**src/hdl/diagonal_glow_stencil_core_defines.svh**
```systemverilog
// Assertion macros shared by the diagonal glow stencil RTL.
`ifndef DIAGONAL_GLOW_STENCIL_CORE_DEFINES_SVH
`define DIAGONAL_GLOW_STENCIL_CORE_DEFINES_SVH

// The consequent must hold in the same cycle as the antecedent.
`define DGS_ASSERT_SAME(label, clk, rst_n, ante, cons) \
	label: assert property (@(posedge clk) disable iff (!rst_n) (ante) |-> (cons)) \
		else $error("diagonal glow stencil: same-cycle check failed");

// The consequent must hold in the cycle after the antecedent.
`define DGS_ASSERT_NEXT(label, clk, rst_n, ante, cons) \
	label: assert property (@(posedge clk) disable iff (!rst_n) (ante) |=> (cons)) \
		else $error("diagonal glow stencil: next-cycle check failed");

`endif

```
**src/hdl/dgs_pkg.sv**
```systemverilog
// Shared types, constants and arithmetic helpers of the diagonal glow stencil.
`default_nettype none
package dgs_pkg;

	localparam int MAX_DIM = 1024;
	localparam int COL_W = $clog2(MAX_DIM);
	localparam int DIM_W = 11;
	localparam int CH_W = 16;

	localparam logic [DIM_W-1:0] SIZE_RESET = DIM_W'(64);
	localparam logic [DIM_W-1:0] SIZE_MAX = DIM_W'(MAX_DIM);

	localparam logic OP_PIXEL = 1'b0;
	localparam logic OP_PAD = 1'b1;

	// floor(3c/10) = (c * 3 * ceil(2^21/10)) >> 21, exact for every 16-bit c.
	// floor(4n/25) = (n * ceil(2^23/25)) >> 21, exact for every 16-bit n.
	localparam int MUL_W = 20;
	localparam int MUL_SHIFT = 21;
	localparam logic [MUL_W-1:0] CTR_MUL = MUL_W'(629148);
	localparam logic [MUL_W-1:0] DIAG_MUL = MUL_W'(335545);

	typedef struct packed {
		logic [CH_W-1:0] blue;
		logic [CH_W-1:0] green;
		logic [CH_W-1:0] red;
	} dgs_pix_t;

	typedef struct packed {
		dgs_pix_t mid;
		dgs_pix_t top;
	} dgs_line_t;

	typedef struct packed {
		logic up;
		logic down;
		logic left;
		logic right;
	} dgs_edge_t;

	typedef struct packed {
		logic [CH_W-1:0] ctr;
		logic [CH_W-1:0] ul;
		logic [CH_W-1:0] ur;
		logic [CH_W-1:0] dl;
		logic [CH_W-1:0] dr;
	} dgs_terms_t;

	function automatic logic [CH_W-1:0] pix_chan(dgs_pix_t p, int k);
		logic [CH_W-1:0] c;
		case (k)
			0: c = p.red;
			1: c = p.green;
			default: c = p.blue;
		endcase
		return c;
	endfunction

	function automatic logic [CH_W-1:0] scale_term(logic [CH_W-1:0] c, logic [MUL_W-1:0] m);
		logic [CH_W+MUL_W-1:0] p;
		p = (CH_W+MUL_W)'(c) * (CH_W+MUL_W)'(m);
		return p[MUL_SHIFT +: CH_W];
	endfunction

endpackage
`default_nettype wire

```
**src/hdl/dgs_term_stage.sv**
```systemverilog
// First pipeline stage: the five weighted terms of each channel, registered.
`default_nettype none
module dgs_term_stage
	import dgs_pkg::*;
(
	input  wire logic       clk,
	input  wire logic       arst_n,
	input  wire logic       en,
	input  wire logic       produce,
	input  wire logic       last,
	input  wire dgs_edge_t  edges,
	input  wire dgs_pix_t   centre,
	input  wire dgs_pix_t   up_left,
	input  wire dgs_pix_t   up_right,
	input  wire dgs_pix_t   down_left,
	input  wire dgs_pix_t   down_right,
	output logic            valid_s1,
	output logic            last_s1,
	output dgs_terms_t [2:0] terms_s1
);

	dgs_terms_t [2:0] terms;

	always_comb begin
		for (int k = 0; k < 3; k++) begin
			terms[k].ctr = scale_term(pix_chan(centre, k), CTR_MUL);
			terms[k].ul = (edges.up && edges.left) ?
				scale_term(pix_chan(up_left, k), DIAG_MUL) : '0;
			terms[k].ur = (edges.up && edges.right) ?
				scale_term(pix_chan(up_right, k), DIAG_MUL) : '0;
			terms[k].dl = (edges.down && edges.left) ?
				scale_term(pix_chan(down_left, k), DIAG_MUL) : '0;
			terms[k].dr = (edges.down && edges.right) ?
				scale_term(pix_chan(down_right, k), DIAG_MUL) : '0;
		end
	end

	always_ff @(posedge clk or negedge arst_n) begin
		if (!arst_n) begin
			valid_s1 <= 1'b0;
		end else if (en) begin
			valid_s1 <= produce;
		end
	end

	always_ff @(posedge clk) begin
		if (en) begin
			last_s1 <= last;
			terms_s1 <= terms;
		end
	end

endmodule
`default_nettype wire

```
**config.mk**
```make
export PLATFORM = sky130hd
export DESIGN_NAME = dgs_term_stage
export DESIGN_NICKNAME = d
export VERILOG_FILES = /design/src/hdl/diagonal_glow_stencil_core_defines.svh /design/src/hdl/dgs_pkg.sv /design/src/hdl/dgs_term_stage.sv
export SDC_FILE = /design/constraint.sdc
export NUM_CORES = 2
export LEC_CHECK = 0
export ABC_AREA = 0
export BUFFER_PORTS_ARGS = -buffer_cell sky130_fd_sc_hd__buf_4
export CORE_ASPECT_RATIO = 1.25
export CORE_MARGIN = 4
export CORE_UTILIZATION = 25
export CTS_BUF_LIST = sky130_fd_sc_hd__clkbuf_16
export DETAILED_ROUTE_END_ITERATION = 12
export SYNTH_ARGS = -nofsm -noshare
export SYNTH_HDL_FRONTEND = slang
export SYNTH_SLANG_ARGS = --single-unit
```
**constraint.sdc**
```tcl
create_clock -name clk -period 2 [get_ports clk]
set_clock_uncertainty 0.2 [all_clocks]
set_input_delay 0.3 -clock clk [delete_from_list [all_inputs] [get_ports clk]]
set_output_delay 0.3 -clock clk [all_outputs]
set_load 0.005 [all_outputs]
```
Word level (Yosys, flattened, before mapping)
Cells that the tools add are included.
Widths: inputs -> output; s select.
Word-level totals
  flip-flop bits (word level): 227
  bits of input ports: 249
  output and inout port bits: 242
  logic and storage cells: 48
Operators by class
  multiply operators: 15
  reduce and logical (&&, ||, !) cells: 4
Operators with widths (count)
  $mul 16x19->35 const B: 12
  $mul 16x18->34 const B: 3
  $logic_and 1x1->1: 4

Depth between registers and ports, before layout
  word-level depth: 1
  depth in mapped cells: 23

Worst setup path before layout
OpenSTA, ideal clock, no wires.
  kind: input to register
  from: in up_right[20] (netlist bit)
  to: reg terms_s1[118] (netlist bit) (data pin)
  data arrival time: 5.583 ns
  data required time: 1.541 ns
  path slack: -4.042 ns
  cell stages on the path: 21
  buffers on the path: 0
  cells stage by stage: fa_1 inv_1 fa_1 inv_1 fa_1 fa_1 fa_1 inv_1 fa_1 inv_1 ha_1 a21o_1 a21o_1 a21o_1 a21o_1 a21o_1 a211oi_1 o21ai_0 a21oi_1 nor2_1 o31a_1
On the way
  cells in the longest elaborated chain, start to end: 1
Ends and longest elaborated chain
  from (decl): RTL line dgs_term_stage.sv:14  | input wire dgs_pix_t up_right,
  $mul 16x19->35: RTL line dgs_pkg.sv:61  | p = (CH_W+MUL_W)'(c) * (CH_W+MUL_W)'(m);
  to (signal assigned): RTL line dgs_term_stage.sv:49  | terms_s1 <= terms;
  to (decl): RTL line dgs_term_stage.sv:19  | output dgs_terms_t [2:0] terms_s1
No other way between the ends.
A chain may end at the register's enable or synchronous reset.

Final worst setup path
  from: in down_right[45] (netlist bit)
  to: reg terms_s1[173] (netlist bit) (data pin)
On the way
  cells in the longest elaborated chain, start to end: 1
Ends and longest elaborated chain
  from (decl): RTL line dgs_term_stage.sv:16  | input wire dgs_pix_t down_right,
  $mul 16x19->35: RTL line dgs_pkg.sv:61
No other way between the ends.

==> flow_summary.html <==
<table>
<tr><th>Metric</th><th>Value</th></tr>
<tr><th colspan="2">Hold path</th></tr>
<tr><td>Startpoint of the worst hold path</td><td>edges[0]</td></tr>
<tr><td>Destination of the worst hold path</td><td>terms_s1[11]</td></tr>
<tr><td>HP Class</td><td>in2reg</td></tr>
<tr><td>Instance count along the most critical hold path</td><td>4</td></tr>
<tr><th colspan="2">Clock tree</th></tr>
<tr><td>Bufs on Longest Clock Path</td><td>3</td></tr>
<tr><td>CTS clk-pin slew, worst paths</td><td>~0.070 ns</td></tr>
<tr><td>CTS tree</td><td>yes</td></tr>
<tr><td>Count of clock tree sinks</td><td>about 220</td></tr>
<tr><td>Number of H-tree levels</td><td>2</td></tr>
<tr><td>Clock buffers created by TritonCTS</td><td>34</td></tr>
<tr><td>Clock insertion delay at the later pin of the skew report</td><td>slightly above 0.6 ns</td></tr>
<tr><td>Clock root buffer master</td><td>clkbuf_16</td></tr>
<tr><th colspan="2">Worst setup path</th></tr>
<tr><td>Cell repeated most along the worst path</td><td>fa_2</td></tr>
<tr><td>Required time of the critical path</td><td>roughly 2.2 ns</td></tr>
<tr><td>CP delay by family, top</td><td>adder cells</td></tr>
<tr><td>Slack of the worst reg-to-reg path</td><td>approximately 1.1 ns</td></tr>
<tr><td>Endpoint class of the critical path</td><td>register</td></tr>
<tr><td>Max Fanout on Critical Path</td><td>2</td></tr>
<tr><td>Delay of the slowest cell on the worst path</td><td>between 0.6 and 0.7 ns</td></tr>
<tr><td>Cell-by-cell trace of the critical path</td><td>buf_4 &gt; fa_2 &gt; inv_2 &gt; fa_2 &gt; inv_2 &gt; fa_2 &gt; fa_2 &gt; fa_2 &gt; ha_4 &gt; ha_4 &gt; a21o_1 &gt; a21o_1 &gt; a211oi_2 &gt; nand4_1 &gt; and2_4 &gt; a221o_1 &gt; a211oi_2 &gt; o21bai_1 &gt; a21oi_1 &gt; mux2_4</td></tr>
<tr><td>Worst R2R Path Depth</td><td>1</td></tr>
<tr><td>Worst path bufs/invs</td><td>3</td></tr>
<tr><td>Crit path kind</td><td>in2reg</td></tr>
<tr><td>Reg-to-reg endpoint</td><td>valid_s1</td></tr>
<tr><td>Critical Path Slowest Stage Cell</td><td>fa_2</td></tr>
<tr><td>Crit Reg-Reg Startpoint</td><td>valid_s1</td></tr>
<tr><td>Arrival time reported for the critical path endpoint</td><td>5.72 ns</td></tr>
<tr><td>CP startpoint kind</td><td>input pin</td></tr>
<tr><th colspan="2">Synthesis</th></tr>
<tr><td>Synth async-reset ratio</td><td>less than 1%</td></tr>
<tr><td>Synth Register Bits</td><td>~220</td></tr>
<tr><td>Share of the yosys chip area belonging to registers</td><td>under 10%</td></tr>
<tr><td>Count of warnings emitted by yosys</td><td>0</td></tr>
<tr><td>Number of distinct library cells after synthesis</td><td>between 60 and 70</td></tr>
<tr><td>Synth Instances</td><td>between 7000 and 8000</td></tr>
<tr><td>Syn avg cell area</td><td>about 10 sq um</td></tr>
<tr><td>Most used DFF post-synth</td><td>edfxtp_1</td></tr>
<tr><td>Count of flip-flops with a built-in enable after synthesis</td><td>214</td></tr>
<tr><td>Post-synthesis instance area</td><td>79800 sq um</td></tr>
<tr><th colspan="2">Floorplanning</th></tr>
<tr><td>Core region area</td><td>between 300000 and 400000 sq um</td></tr>
<tr><td>Horizontal die dimension</td><td>between 500 and 600 um</td></tr>
<tr><td>Initial core utilization</td><td>~25%</td></tr>
<tr><td>Die ar.</td><td>around 330000 sq um</td></tr>
<tr><td>Vertical die dimension</td><td>between 600 and 700 um</td></tr>
<tr><td>Standard-cell row count</td><td>231</td></tr>
<tr><td>Number of placed I/O pins</td><td>just under 500</td></tr>
<tr><th colspan="2">Drt</th></tr>
<tr><td>WL/cell</td><td>15.6 um</td></tr>
<tr><td>Overall via count from detail_route</td><td>58600</td></tr>
<tr><td>Residual DRC count</td><td>0</td></tr>
<tr><td>First-pass DRT Iterations</td><td>4</td></tr>
<tr><td>Final WL</td><td>220 mm</td></tr>
<tr><td>Violation count after the first detailed-routing iteration</td><td>about 1500</td></tr>
<tr><td>Post-route ant nets</td><td>0</td></tr>
<tr><td>Via count normalized by instance count</td><td>between 4 and 5</td></tr>
<tr><th colspan="2">Final layout</th></tr>
<tr><td>FILL cells</td><td>around 32000</td></tr>
<tr><td>Synth-to-layout area growth</td><td>36.5%</td></tr>
<tr><td>Number of nets in the layout</td><td>roughly 14000</td></tr>
<tr><td>Cell area after layout</td><td>109000 sq um</td></tr>
<tr><td>Fraction of layout cells with a size suffix above 1</td><td>31.8%</td></tr>
<tr><td>Utilization after layout</td><td>between 30% and 40%</td></tr>
<tr><th colspan="2">GRT</th></tr>
<tr><td>Global-route wire length before repair</td><td>351 mm</td></tr>
<tr><td>Number of antenna violations at the first check in global routing</td><td>23</td></tr>
<tr><td>Number of global-route vias before repair</td><td>around 66000</td></tr>
<tr><td>Total track usage</td><td>between 10 and 15%</td></tr>
<tr><td>Remaining Overflow, GRT</td><td>0</td></tr>
<tr><td>Pin count of the biggest net entering global routing</td><td>40</td></tr>
<tr><th colspan="2">STA</th></tr>
<tr><td>Fmax</td><td>181 MHz</td></tr>
<tr><td>Final number of max-transition violations</td><td>0</td></tr>
<tr><td>Setup-violating endpoint count in the final report</td><td>213</td></tr>
<tr><td>Min setup slack post-route</td><td>-3.52 ns</td></tr>
<tr><td>Post-route fraction of the period consumed by the critical path</td><td>276%</td></tr>
<tr><td>Unrepaired setup endpoints after global routing</td><td>true</td></tr>
<tr><td>Number of failing hold endpoints at the final stage</td><td>0</td></tr>
<tr><td>Setup TNS</td><td>-660.99 ns</td></tr>
<tr><td>Slew @ Worst Pin</td><td>a little under 0.6 ns</td></tr>
<tr><td>Worst slew margin relative to its limit</td><td>approximately 60%</td></tr>
<tr><td>Post-layout minimum cycle time</td><td>between 5 and 6 ns</td></tr>
<tr><th colspan="2">Flow run</th></tr>
<tr><td>Max-cap violations</td><td>0</td></tr>
<tr><th colspan="2">Placement</th></tr>
<tr><td>Setup slack after placement</td><td>-4.37 ns</td></tr>
<tr><td>Total of buffers placed on input and output ports</td><td>about 460</td></tr>
<tr><td>Routability cong.</td><td>0.909</td></tr>
<tr><td>Cell area after placement</td><td>102000 sq um</td></tr>
<tr><td>Total half-perimeter wirelength after legalization and detailed placement</td><td>~200 mm</td></tr>
<tr><th colspan="2">Outcome</th></tr>
<tr><td>Status</td><td>complete, but fails checks</td></tr>
<tr><td>Failing checks</td><td>negative setup slack</td></tr>
</table>
-- per-stage QoR --
step / instances / hold slack, ns
after CTS: 14100 / 0.00328
after floorplan: 7718 / -0.196
final: 14100 / 0.112
after detailed placement: 14000 / -0.122
after global routing: 14100 / 0.0527
after global placement: 14000 / -0.124
-- flip-flops by register name (all words and copies together), names as in the netlist --
name,flops
last_s1,1
terms_s1,213
valid_s1,1
-- synthesized netlist by cell type, types with 10 or more instances --
cell type,instances,area (sq um)
inv_1,2415,9060
ha_1,2079,26000
fa_1,1428,28600
nor2_1,235,882
edfxtp_1,214,6430
a21oi_1,195,976
a21o_1,168,1260
xnor2_1,97,850
o21ai_0,93,465
xor2_1,79,692
nand2_1,69,259
nor3_1,52,260
nand2b_1,51,319
nand4_1,46,288
nand3_1,39,195
nor2b_1,35,219
or2_2,35,219
a211oi_1,29,218
and3_1,28,175
buf_4,27,203
a31oi_1,26,163
o21a_1,25,188
o21bai_1,25,188
clkbuf_1,17,63.8
and4_1,16,140
nor3b_1,13,97.6
o31ai_1,12,90.1
o211ai_1,10,75.1
-- timing repair --
action | in CTS | in global routing
endpoints found under the setup margin | 217 | 216
hold endpoints to repair | 61 | 0
gates resized for setup | 634 | 323
pin swaps | 430 | 309
hold buffers | 8 | 0
setup buffers | 98 | 58
-- routing by layer --
| metal | vias up | wire length [um] | GRT usage [%] |
|---|---|---|---|
| met5 | - | 71 | 0 |
| met1 | 29100 | 89800 | 16.0 |
| met2 | 712 | 115000 | 25.3 |
| met4 | 12 | 7390 | 4.29 |
| met3 | 278 | 7690 | 1.93 |
| li1 | 28600 | - | - |
-- cell families (layout without fill, tap and decap cells) --
kind of cell | count (synthesis) | count (layout) | synth area share (%)
AO/OA/AOI/OAI | 675 | 675 | 5.65
XOR/XNOR | 176 | 176 | 1.93
adder cells (fa/ha/maj) | 3507 | 3507 | 68.4
buffers and inverters | 2459 | 4659 | 11.7
flip-flops | 215 | 215 | 8.09
multiplexers | 6 | 6 | 0.0784
other | 1 | 41 | 0.00470
AND/OR/NAND/NOR | 653 | 653 | 4.13
-- final cells by class --
type                    count  area (sq um)  share of cell area (%)
well taps                4194          5250                    4.82
clock buffers              35           876                   0.804
multi-input cells        5044         69600                    63.9
flip-flops and latches    215          6450                    5.92
clock inverters            24           280                   0.257
inverters                2415          9110                    8.36
diodes                     14          35.0                  0.0322
repair buffers           2185         17300                    15.9
-- cells in the final DEF (no fill, tap or decap), drive strengths merged, types with 16 or more instances in the layout --
master  netlist  routed
nand2        69      69
ha         2079    2079
conb          1      27
nor3         52      52
nand2b       51      51
o21a         25      25
inv        2415    2423
o21bai       25      25
clkbuf       17      36
a21o        168     168
nor2        235     235
o21ai        97      97
and3         28      28
a31oi        26      26
nand4        46      46
buf          27    2176
or2          35      35
nor2b        35      35
and4         16      16
a211oi       31      31
xnor2        97      97
xor2         79      79
a21oi       195     195
edfxtp      214     214
nand3        39      39
fa         1428    1428
-- worst min-delay path: stages --
cell and delay, ns:
buf_4 0.16, buf_4 0.18, nand3_1 0.08, mux2i_1 0.06
-- how the worst max path moves through the flow --
stage | cells past startpoint | slack [ns] | endpoint | start
4_1_cts | 22 | -3.37 | terms_s1[205] | up_right[38]
3_3_place_gp | 22 | -4.38 | terms_s1[11] | down_right[4]
2_1_floorplan | 21 | -3.90 | terms_s1[173] | down_right[36]
3_5_place_dp | 22 | -4.37 | terms_s1[11] | down_right[4]
5_1_grt | 23 | -3.62 | terms_s1[202] | up_right[38]
6_report | 20 | -3.52 | terms_s1[173] | down_right[45]
Power is not shown: default switching activity piles up to over one toggle a cycle in this logic, so the estimate is an artifact.
