## config.mk

```make
export PLATFORM = sky130hd
export DESIGN_NAME = dgs_out_stage
export DESIGN_NICKNAME = d
export VERILOG_FILES = /design/src/hdl/diagonal_glow_stencil_core_defines.svh /design/src/hdl/dgs_pkg.sv /design/src/hdl/dgs_out_stage.sv
export SDC_FILE = /design/constraint.sdc
export NUM_CORES = 1
export LEC_CHECK = 0
export BUFFER_PORTS_ARGS = -buffer_cell sky130_fd_sc_hd__buf_4
export CAP_MARGIN = 20
export CELL_PAD_IN_SITES_DETAIL_PLACEMENT = 1
export CELL_PAD_IN_SITES_GLOBAL_PLACEMENT = 2
export CORE_MARGIN = 2
export CORE_UTILIZATION = 29
export CTS_CLUSTER_SIZE = 40
export DETAILED_ROUTE_END_ITERATION = 10
export PLACE_DENSITY_LB_ADDON = 0.1
export SETUP_SLACK_MARGIN = 0.2
export SLEW_MARGIN = 30
export SYNTH_ARGS = -nofsm -noshare
export SYNTH_HDL_FRONTEND = slang
export SYNTH_SLANG_ARGS = --single-unit
```

## constraint.sdc

```tcl
create_clock -name clk -period 0.85 [get_ports clk]
set_input_delay 0.17 -clock clk [delete_from_list [all_inputs] [get_ports clk]]
set_output_delay 0.17 -clock clk [all_outputs]
set_load 0.05 [all_outputs]
```

## src/hdl/diagonal_glow_stencil_core_defines.svh

```systemverilog
// Assertion macros shared by the diagonal glow stencil RTL.
`ifndef DIAGONAL_GLOW_STENCIL_CORE_DEFINES_SVH
`define DIAGONAL_GLOW_STENCIL_CORE_DEFINES_SVH

// The consequent must hold in the same cycle as the antecedent.
`define DGS_ASSERT_SAME(label, clk, rst_n, ante, cons) \
	label: assert property (@(posedge clk) disable iff (!rst_n) (ante) |-> (cons)) \
		else $error("diagonal glow stencil: same-cycle check failed");

// The consequent must hold in the cycle after the antecedent.
`define DGS_ASSERT_NEXT(label, clk, rst_n, ante, cons) \
	label: assert property (@(posedge clk) disable iff (!rst_n) (ante) |=> (cons)) \
		else $error("diagonal glow stencil: next-cycle check failed");

`endif

```

## src/hdl/dgs_pkg.sv

```systemverilog
// Shared types, constants and arithmetic helpers of the diagonal glow stencil.
`default_nettype none
package dgs_pkg;

	localparam int MAX_DIM = 1024;
	localparam int COL_W = $clog2(MAX_DIM);
	localparam int DIM_W = 11;
	localparam int CH_W = 16;

	localparam logic [DIM_W-1:0] SIZE_RESET = DIM_W'(64);
	localparam logic [DIM_W-1:0] SIZE_MAX = DIM_W'(MAX_DIM);

	localparam logic OP_PIXEL = 1'b0;
	localparam logic OP_PAD = 1'b1;

	// floor(3c/10) = (c * 3 * ceil(2^21/10)) >> 21, exact for every 16-bit c.
	// floor(4n/25) = (n * ceil(2^23/25)) >> 21, exact for every 16-bit n.
	localparam int MUL_W = 20;
	localparam int MUL_SHIFT = 21;
	localparam logic [MUL_W-1:0] CTR_MUL = MUL_W'(629148);
	localparam logic [MUL_W-1:0] DIAG_MUL = MUL_W'(335545);

	typedef struct packed {
		logic [CH_W-1:0] blue;
		logic [CH_W-1:0] green;
		logic [CH_W-1:0] red;
	} dgs_pix_t;

	typedef struct packed {
		dgs_pix_t mid;
		dgs_pix_t top;
	} dgs_line_t;

	typedef struct packed {
		logic up;
		logic down;
		logic left;
		logic right;
	} dgs_edge_t;

	typedef struct packed {
		logic [CH_W-1:0] ctr;
		logic [CH_W-1:0] ul;
		logic [CH_W-1:0] ur;
		logic [CH_W-1:0] dl;
		logic [CH_W-1:0] dr;
	} dgs_terms_t;

	function automatic logic [CH_W-1:0] pix_chan(dgs_pix_t p, int k);
		logic [CH_W-1:0] c;
		case (k)
			0: c = p.red;
			1: c = p.green;
			default: c = p.blue;
		endcase
		return c;
	endfunction

	function automatic logic [CH_W-1:0] scale_term(logic [CH_W-1:0] c, logic [MUL_W-1:0] m);
		logic [CH_W+MUL_W-1:0] p;
		p = (CH_W+MUL_W)'(c) * (CH_W+MUL_W)'(m);
		return p[MUL_SHIFT +: CH_W];
	endfunction

endpackage
`default_nettype wire

```

## src/hdl/dgs_out_stage.sv

```systemverilog
// Second pipeline stage: sums the terms into the output register.
`default_nettype none
module dgs_out_stage
	import dgs_pkg::*;
(
	input  wire logic             clk,
	input  wire logic             arst_n,
	input  wire logic             en,
	input  wire logic             valid_s1,
	input  wire logic             last_s1,
	input  wire dgs_terms_t [2:0] terms_s1,
	output logic                  valid_q,
	output logic                  last_q,
	output dgs_pix_t              pix_q
);

	logic [2:0][CH_W+2:0] sums;

	always_comb begin
		for (int k = 0; k < 3; k++) begin
			sums[k] = (CH_W+3)'(terms_s1[k].ctr) + (CH_W+3)'(terms_s1[k].ul)
				+ (CH_W+3)'(terms_s1[k].ur) + (CH_W+3)'(terms_s1[k].dl)
				+ (CH_W+3)'(terms_s1[k].dr);
		end
	end

	always_ff @(posedge clk or negedge arst_n) begin
		if (!arst_n) begin
			valid_q <= 1'b0;
		end else if (en) begin
			valid_q <= valid_s1;
		end
	end

	// The sum never exceeds 16 bits, so the low bits are the whole value.
	always_ff @(posedge clk) begin
		if (en) begin
			last_q <= last_s1;
			pix_q.red <= sums[0][CH_W-1:0];
			pix_q.green <= sums[1][CH_W-1:0];
			pix_q.blue <= sums[2][CH_W-1:0];
		end
	end

endmodule
`default_nettype wire
```

* Word level (Yosys, flattened, before mapping)
Cells that the tools add are included.
Operators by class: $add $sub $neg 12, multiply operators 0, divide/modulo/power cells 0, magnitude comparators 0, equal/unequal tests 0, shifts and indexed selects 0, muxes and demuxes 0, bitwise logic cells 0, reductions and logical operators 0
Operator list (number):
- adder 16 bit | 12
Storage, ports and cells: register bits 50, latch bits 0, memory bits (writable) 0, ROM bits 0, input bits 245, logic and storage cells 17, memories 0

* Depth between registers and ports, before layout
Gate-level depths: netlist (run 1).
depth after elaboration 4, mapped depth 15

* Least setup slack after synthesis (run 1)
No wires, ideal clock.
path type input-to-reg, start point in terms_s1[87] (netlist bit), end point reg pix_q[31] (netlist bit) (data pin), data arrival time 3.355 ns, slack -2.695 ns, cell stages on the path 15, cell sequence inv_1 > fa_1 > inv_1 > fa_1 > inv_1 > fa_1 > inv_1 > ha_1 > buf_6 > a21o_1 > a221oi_2 > nor3b_2 > a21oi_2 > and4_4 > a2111oi_2
RTL lines:
- from (decl) | line dgs_out_stage.sv:11 | input wire dgs_terms_t [2:0] terms_s1,
- to (decl) | line dgs_out_stage.sv:14 | output dgs_pix_t pix_q

==> metrics.txt, run 1 <==
number of flops mapped to enable cells by yosys 49; skew final 0 ns; Clk pin slew, worst setup/hold paths 0.07 ns; Post-Syn Area 0.007630 mm2; Avg Vias per Cell 4.132; placer congestion estimate 0.7497; first-pass GRT wire length 33.84 mm; Netlist cell types 48; Root Driver clkbuf_16; CP Launch Type input port; crit-path max FO 4; pin count of the biggest net entering global routing 17; synthesized instance count 826; RSZ-0062 raised after global routing yes; DRC Markers 0; CTS max path bufs 2; Yosys warning count 0; gr ovfl total 0; layout cells sized above 1 44.07%; Num CTS Buffers 5; Initial DRC Count 98; clock sink total 50; Clock H-tree levels 2; CP Class in -> reg; wire per inst 12.77 um; maxcap violations 0; CP arrival 3.39 ns; Mapped Nets 1251; vias in the first global route 7330; Seq/Total Area, Yosys 19.61%; M1 WL 7.600 mm; # IOs 295; worst min path class in -> reg; HPWL after detailed placement 18.09 mm; Post-DRT Antenna Nets 0; FF+latch count, synth 50; failing checks negative setup slack; Final setup viols 98; initial antenna violation count 2; nets 1663; fin worst setup slack -2.489 ns; WP data required 0.90 ns; PwrDens 3049 mW/mm2; setup tns final -101.22 ns; Tot Pwr 37.49 mW; Die H 166.2 um; Slew Limit Headroom 76.86%; Initial Util 29.45%; Place WS -2.886 ns; Final min period 3.339 ns; worst-margin pin slew 0.3422 ns; gr usage total 14.93%; Most used DFF post-synth edfxtp_1; top layer in use met5; crit share post-route 392.8%; Fmax 0.2995 GHz; met2 WL post-DR 10.97 mm; Die W 166.2 um; Worst-Skew Late Latency 0.30 ns; cell leakage power 6.656 nW; Critical Path Sink Type flip-flop; Die ar. 0.02762 mm2; mean post-synth cell area 9.237 um2; core footprint 0.02591 mm2; drt first pass iters 4; total number of vias 6508; met3 wire length 1.393 mm; Rows 59; Worst VDD drop 1.106 mV; Filler cells 3005; port bufs 294; DRT Wirelength 20.11 mm; final hold vios 0; status finished, violations left; CTS tree built; area grow syn2layout 61.13%; Slew Viols, Final 0; Async SR Flop Fraction 2.000%
## registers in the layout, summed over array words and instances (netlist names)
signal   flops
valid_q      1
pix_q       48
last_q       1
## layer usage
metal	vias to the layer above	global-route usage, %
met5	-	0
met4	2	1.701
met3	9	4.385
met2	160	28.81
met1	3154	16.59
li1	3183	-
## layout by cell type, fill, tap and decap left out, types with 7 or more instances in the layout
master    instances
xor2_1           14
ha_1             22
nand2_1           7
inv_1           353
a21o_1           16
inv_2            36
o21a_1            9
o21ai_0           9
buf_6            76
a21oi_2          21
xnor2_1          36
buf_4           323
nor2_1            9
fa_1            127
ha_4             25
edfxtp_1         49
## stage by stage
step,utilization [%],hold slack [ns],cells,area [um2]
2_1_floorplan,-,-0.1256,826,7996
3_3_place_gp,43.69,-0.04061,1545,11320
3_5_place_dp,43.69,-0.04264,1545,11320
4_1_cts,46.60,0.02750,1567,12070
5_1_grt,47.45,0.02964,1575,12290
6_report,47.45,0.04348,1575,12290
## layout make-up
cell class / instances / area [um2] / share of cell area, %
well taps: 335 / 419.2 / 3.409
clock buffers: 5 / 125.1 / 1.018
flip-flops and latches: 50 / 1498 / 12.18
diodes: 1 / 2.502 / 0.02035
clock inverters: 3 / 40.04 / 0.3257
inverters: 395 / 1528 / 12.43
repair buffers: 406 / 3391 / 27.58
multi-input cells: 380 / 5291 / 43.04
## where the power goes
part | total, mW | internal (mW) | switching, mW
clock | 2.36 | 1.38 | 0.980
combinational | 29.8 | 14.5 | 15.3
sequential | 5.34 | 4.83 | 0.513
total | 37.5 | 20.7 | 16.8
## path summary, 6_finish.rpt
path	startpoint	end	slack [ns]	depth (start not counted)
min in group asynchronous	arst_n	valid_q$_DFFE_PN0P_	0.19	2
max in group asynchronous	arst_n	valid_q$_DFFE_PN0P_	0.56	2
hold reg to reg	valid_q$_DFFE_PN0P_	valid_q$_DFFE_PN0P_	0.54	1
setup reg to reg	valid_q$_DFFE_PN0P_	valid_q$_DFFE_PN0P_	0.06	1
setup / recovery	terms_s1[193]	pix_q[47]$_DFFE_PP_	-2.49	15
hold / removal	last_s1	last_q$_DFFE_PP_	0.04	1
## synth_stat cells (all sizes together), types with 2 or more instances
| cell type | count | area, um2 |
|---|---|---|
| nand2 | 9 | 33.78 |
| a211oi | 2 | 15.01 |
| a31oi | 3 | 18.77 |
| a221o | 3 | 30.03 |
| xnor2 | 38 | 332.8 |
| or3 | 2 | 12.51 |
| xor2 | 14 | 122.6 |
| edfxtp | 49 | 1471 |
| nor3 | 5 | 25.02 |
| inv | 395 | 1483 |
| nor2 | 11 | 41.29 |
| o31a | 3 | 26.28 |
| nand4 | 3 | 18.77 |
| o21a | 9 | 67.56 |
| nand4b | 2 | 17.52 |
| o21ai | 14 | 70.07 |
| a21oi | 30 | 153.9 |
| ha | 48 | 600.6 |
| fa | 132 | 2643 |
| nand3 | 3 | 15.01 |
| and3 | 6 | 37.54 |
| a41o | 2 | 21.27 |
| a2111oi | 2 | 23.77 |
| nor2b | 5 | 31.28 |
| a21o | 16 | 120.1 |
## critical path, stage by stage
cell	delay, ns
buf_8	0.08
inv_8	0.02
fa_1	0.54
fa_1	0.42
fa_1	0.51
inv_2	0.05
ha_4	0.15
inv_2	0.05
fa_2	0.23
nor2b_4	0.05
o31a_1	0.31
o31a_1	0.34
a31o_2	0.27
a21oi_2	0.12
xnor2_1	0.07
## kinds of logic (layout without fill, tap and decap cells)
logic type	after synthesis	count (layout)	synth area share (%)
AOI/OAI and AO/OA	95	95	8.462
buffers and inverters	396	809	19.58
other	0	1	0
muxes	1	1	0.1476
adders and majority gates	180	180	42.51
xor gates and xnor gates	52	52	5.969
DFF	50	50	19.61
and+or+nand+nor	52	52	3.723
## repair_timing
action                     in CTS  in global routing
gates resized for setup       114                 50
setup buffers                  13                  7
hold endpoints to repair        1                  0
pin swaps                      47                 27
hold buffers                    1                  0
setup endpoints to repair      99                 99
Note: power is estimated with default switching activity, not from simulation.
==> run 2: changes to the inputs <==
- BUFFER_PORTS_ARGS: -buffer_cell sky130_fd_sc_hd__buf_4 -> -buffer_cell sky130_fd_sc_hd__buf_2
- SETUP_SLACK_MARGIN: 0.2 -> 0.05
==> run 2 against run 1 <==
  * The flow still finishes with violations (negative setup slack)
  * Global-route usage is 0.28 points lower
  * Via count fell by 0.43%
  * Die area is the same
  * Wire length down 0.96%
  * Setup slack better by 0.025 ns
  * Cell count is 0.76% higher
  * Clock skew stayed put
  * Largest cell class unchanged
  * Largest power group unchanged
==> metrics.txt, run 2 (same netlist as run 1, synthesis figures left out) <==
status finished, violations left; failing checks negative setup slack; CP arrival 3.35 ns (-0.04 ns); CP Launch Type input port; CP Class in -> reg; worst-margin pin slew 0.3401 ns (-0.002084 ns); largest registers pix_q: 48 flops, last_q: 1 flops, valid_q: 1 flops; Clk pwr share 5.4% (-0.9 points); CTS max path bufs 2 (unchanged); skew final 0 ns (unchanged); pin count of the biggest net entering global routing 17 (unchanged); Slew Viols, Final 0 (unchanged); Switch Pwr 16.94 mW (+0.86%); WP data required 0.89 ns (about the same); vias in the first global route 7241 (-1.2%); commonest non-fill, non-tap cells in the layout 354 x inv_1, 227 x buf_2, 127 x fa_1; Switching Share 45.18% (+0.37 points); first-pass GRT wire length 33.18 mm (-1.9%); Fmax 0.3018 GHz (+0.75%); Place WS -2.912 ns (-0.02627 ns); gr ovfl total 0 (unchanged); Filler cells 3043 (+1.3%); Gate power share 80.3% (+0.8 points); Critical Path Sink Type flip-flop; Slew Limit Headroom 77.01% (+0.14 points); HPWL after detailed placement 18.01 mm (-0.45%); Avg Vias per Cell 4.083 (-1.2%); cell leakage power 6.494 nW (-2.4%); Root Driver clkbuf_16; Die H 166.2 um (unchanged); gr usage total 14.65% (-0.28 points); Clock H-tree levels 2 (unchanged); port bufs 294 (unchanged); Clk pin slew, worst setup/hold paths 0.07 ns (about the same); Initial DRC Count 101 (+3.1%); core footprint 0.02591 mm2 (unchanged); Post-DRT Antenna Nets 0 (unchanged); maxcap violations 0 (unchanged); wire per inst 12.55 um (-1.7%); final hold vios 0 (unchanged); Die W 166.2 um (unchanged); # IOs 295 (unchanged); RSZ-0062 raised after global routing yes; sequential share of power 14.3% (about the same); Initial Util 29.45% (unchanged); Worst VDD drop 1.986 mV (+80%); crit share post-route 389.9% (-2.9 points); register area 0.001498 mm2 (unchanged); internal power 20.56 mW (-0.65%); Reg with most FFs pix_q; DRT Wirelength 19.91 mm (-0.96%); setup tns final -101.85 ns (-0.6320 ns); placer congestion estimate 0.7538 (+0.55%); layout cells sized above 1 44.96% (+0.89 points); most common cell after layout, fill and taps aside inv_1; drt first pass iters 4 (unchanged); Die ar. 0.02762 mm2 (unchanged); crit-path max FO 3 (-1); CTS tree built; total number of vias 6480 (-0.43%); PwrDens 3169 mW/mm2 (+3.9%); Final Util 45.67% (-1.8 points); Worst-Skew Late Latency 0.30 ns (about the same); DRC Markers 0 (unchanged); Tot Pwr 37.50 mW (about the same); Num CTS Buffers 5 (unchanged); Final setup viols 98 (unchanged); area grow syn2layout 55.10%; nets 1674 (+0.66%); fin worst setup slack -2.464 ns (+0.02497 ns); worst min path class in -> reg; initial antenna violation count 2 (unchanged); Final min period 3.314 ns (-0.02497 ns); clock sink total 50 (unchanged); max reg flops 48 (unchanged); multi-input logic area 0.005320 mm2 (+0.54%); Rows 59 (unchanged)
-- run 2: cell count changes in the layout (fill, tap and decap cells not counted), moves of 2 or more --
cell	previous run	this run
buf_2	0	227
buf_4	323	101
buf_6	76	82
ha_1	22	18
ha_4	25	28
a211oi_1	2	0
a211oi_2	0	2
a21oi_4	3	1
nand3_2	3	1
-- run 2: final cells by class --
class                           instances  area share (%)
Multi-Input combinational cell        380           44.96
Timing Repair Buffer                  417           24.70
Inverter                              395           12.91
Sequential cell                        50           12.66
Tap cell                              335           3.542
Clock buffer                            5           1.057
Clock inverter                          3          0.1375
Antenna cell                            2         0.04229
-- run 2: per-layer routing --
layer	share of wire [%]	vias up	GRT usage, %
li1	-	3205	-
met1	38	3114	16.61
met2	55	155	28.29
met3	6.6	4	3.789
met4	0.090	2	1.588
met5	0.035	-	0
-- run 2: worst max-delay path: stages --
cell       delay (ns)
buf_6            0.09
fa_1             0.54
fa_1             0.44
fa_1             0.53
ha_4             0.14
inv_2            0.04
fa_2             0.41
nor2b_4          0.13
o31a_1           0.19
o2111ai_2        0.14
a21oi_2          0.23
and4_4           0.25
a2111oi_4        0.04
-- run 2: power groups by stage --
stage | Combinational, mW | Clock (mW) | Sequential [mW]
2_1_floorplan | 12.8 | 0 | 9.28
3_5_place_dp | 25.4 | 0 | 5.11
3_3_place_gp | 25.0 | 0 | 5.05
6_report | 30.1 | 2.04 | 5.35
4_1_cts | 28.9 | 2.16 | 5.37
5_1_grt | 33.1 | 2.20 | 5.50
-- run 2: path summary, 6_finish.rpt --
check | from | to | slack [ns] | cells after the start
worst max-delay path | terms_s1[81] | pix_q[31]$_DFFE_PP_ | -2.46 | 13
worst min-delay path | last_s1 | last_q$_DFFE_PP_ | 0.05 | 1
worst max register to register | valid_q$_DFFE_PN0P_ | valid_q$_DFFE_PN0P_ | 0.07 | 1
worst min register to register | valid_q$_DFFE_PN0P_ | valid_q$_DFFE_PN0P_ | 0.54 | 1
max in group asynchronous | arst_n | valid_q$_DFFE_PN0P_ | 0.55 | 2
min in group asynchronous | arst_n | valid_q$_DFFE_PN0P_ | 0.19 | 2
-- run 2: stage by stage --
step	hold WS (ns)	instances	cell area [um2]
4_1_cts	0.03719	1571	11520
2_1_floorplan	-0.1256	826	7996
5_1_grt	0.04010	1585	11830
3_3_place_gp	-0.03710	1552	10620
3_5_place_dp	-0.03391	1552	10620
6_report	0.04996	1587	11830
-- run 2: repair_timing --
action,CTS,global route
pin swaps,52,39
buffers inserted,11,17
hold endpoints to repair,1,0
hold buffers,1,0
setup endpoints to repair,98,99
resized for setup,172,61
==> run 3: changes to the inputs <==
- CELL_PAD_IN_SITES_DETAIL_PLACEMENT: 1 -> 0
- CELL_PAD_IN_SITES_GLOBAL_PLACEMENT: 2 -> 1
- CORE_UTILIZATION: 29 -> 34
- CTS_BUF_LIST: default -> sky130_fd_sc_hd__clkbuf_4
==> run 3 against run 2 <==
  * The flow still finishes with violations (negative setup slack)
  * Non-clock buffer count shrank 9
  * Global-route usage grew 0.52 points
  * Power down 4.7%
  * Register-to-register slack hardly changed
  * Clock-buffer cell count did not move
  * Highest routed layer is now met4
==> metrics.txt, run 3 (same netlist as run 1, synthesis figures left out) <==
skew final 0 ns (unchanged); CTS max path bufs 2 (unchanged); Reg with most FFs pix_q; crit-path max cell delay 0.59 ns (+0.05 ns); Worst path most repeated cell fa_1; most common cell after layout, fill and taps aside inv_1; Initial Util 34.75% (+5.3 points); Root Driver clkbuf_4; Initial DRC Count 160 (+58%); nets 1665 (-0.54%); Clk pin slew, worst setup/hold paths 0.16 ns (+0.09 ns); Hold Crit Start terms_s1[64]; total number of vias 6326 (-2.4%); PwrDens 3085 mW/mm2 (-2.7%); CTS tree built; CP Class in -> reg; Worst Reg-to-Reg Cells 1 (unchanged); maxcap violations 0 (unchanged); CP Launch Type input port; worst-margin pin slew 0.3719 ns (+0.03180 ns); reg2reg start valid_q$_DFFE_PN0P_; area grow syn2layout 51.87%; gr ovfl total 0 (unchanged); placed insts 1493 (-3.8%); # IOs 295 (unchanged); Die ar. 0.02365 mm2 (-14%); Hold Path Stages 2 (+1); Largest delay share family, worst path adder cells; Final min period 3.188 ns (-0.1260 ns); critical path's slowest cell fa_1; max reg flops 48 (unchanged); first-pass GRT wire length 29.28 mm (-12%); worst min path class in -> reg; core footprint 0.02196 mm2 (-15%); Non-Filler Instances 1523 (-4.0%); cell leakage power 6.436 nW (-0.88%); Rows 54 (-8.5%); HPWL after detailed placement 15.61 mm (-13%); RSZ-0062 raised after global routing yes; largest registers pix_q: 48 flops, last_q: 1 flops, valid_q: 1 flops; WP data required 1.03 ns (+0.14 ns); clock sink total 50 (unchanged); Hold Slack 0.06030 ns (+0.01034 ns); wire per inst 11.27 um (-10%); layout cells sized above 1 43.51% (-1.4 points); Avg Vias per Cell 4.154 (+1.7%); Die H 153.8 um (-7.5%); port bufs 294 (unchanged); DRT Wirelength 17.17 mm (-14%); Worst R2R Setup Slack 0.06 ns (about the same); pin count of the biggest net entering global routing 16 (-1); DRC Markers 0 (unchanged); critical-path cell list buf_8 > inv_8 > fa_1 > inv_1 > fa_1 > inv_2 > fa_1 > fa_2 > nor2b_4 > o31a_1 > o31a_1 > a31o_2 > a21oi_2 > xnor2_1; Fmax 0.3137 GHz (+4.0%); crit share post-route 375.0% (-15 points); Worst R2R End valid_q$_DFFE_PN0P_; Num CTS Buffers 5 (unchanged); status finished, violations left; failing checks negative setup slack; WP buf/inv 4 (+2); Clock H-tree levels 2 (unchanged); Critical Path Sink Type flip-flop; final hold vios 0 (unchanged); drt first pass iters 4 (unchanged); gr usage total 15.18% (+0.52 points); commonest non-fill, non-tap cells in the layout 355 x inv_1, 225 x buf_2, 128 x fa_1; Die W 153.8 um (-7.5%); Hold EP pix_q[0]$_DFFE_PP_; crit-path max FO 4 (+1); initial antenna violation count 2 (unchanged); CP arrival 3.37 ns (+0.02 ns); placer congestion estimate 0.7703 (+2.2%); Post-DRT Antenna Nets 0 (unchanged); Slew Viols, Final 0 (unchanged); Slew Limit Headroom 74.94% (-2.1 points); Worst-Skew Late Latency 0.40 ns (+0.10 ns); Worst VDD drop 1.260 mV (-37%); fin worst setup slack -2.338 ns (+0.1260 ns); Final setup viols 98 (unchanged); vias in the first global route 6476 (-11%)
-- run 3: how the worst max path moves through the flow --
stage / slack, ns / depth (start not counted) / startpoint / to
4_1_cts: -2.30 / 15 / terms_s1[177] / pix_q[47]$_DFFE_PP_
5_1_grt: -2.44 / 15 / terms_s1[89] / pix_q[31]$_DFFE_PP_
3_3_place_gp: -2.83 / 15 / terms_s1[193] / pix_q[47]$_DFFE_PP_
6_report: -2.34 / 14 / terms_s1[162] / pix_q[47]$_DFFE_PP_
2_1_floorplan: -2.65 / 15 / terms_s1[87] / pix_q[31]$_DFFE_PP_
3_5_place_dp: -2.87 / 15 / terms_s1[193] / pix_q[47]$_DFFE_PP_
-- run 3: layout make-up --
type	instances	area (um2)
diodes	2	5.005
clock buffers	5	37.54
fillers	2104	10370
well taps	280	350.3
clock inverters	3	16.27
flip-flops and latches	50	1498
repair buffers	408	2873
multi-input cells	380	5275
inverters	395	1533
-- run 3: routing by layer --
layer  track usage [%]  wire length (um)  vias to the layer above
met1             19.05              7148                     2943
met4             2.715               209                        0
met5                 0                 0                        -
met2             27.16              8772                      177
met3             3.354              1036                       13
li1                  -                 -                     3193
-- run 3: where the power goes --
part	total, mW	internal, mW	switching, mW
Sequential	5.39	4.82	0.573
Combinational	29.2	14.2	14.9
Clock	1.19	0.312	0.877
Total	35.7	19.4	16.4
-- run 3: timing repair --
item | CTS | global route
hold buffers | 3 | 1
setup buffers | 13 | 9
resized for setup | 191 | 35
endpoints found under the hold margin | 3 | 1
pin swaps | 62 | 37
setup endpoints to repair | 98 | 99
-- run 3: through the flow --
stage	util, %	power (mW)	cell area, um2	setup TNS [ns]	worst slack (ns)
5_1_grt	52.76	39.00	11580	-108.06	-2.440
3_5_place_dp	47.99	30.00	10540	-110.81	-2.874
6_report	52.77	35.74	11590	-101.64	-2.338
3_3_place_gp	47.99	29.92	10540	-110.70	-2.834
2_1_floorplan	-	22.04	7996	-95.79	-2.653
4_1_cts	51.90	35.19	11400	-101.58	-2.301
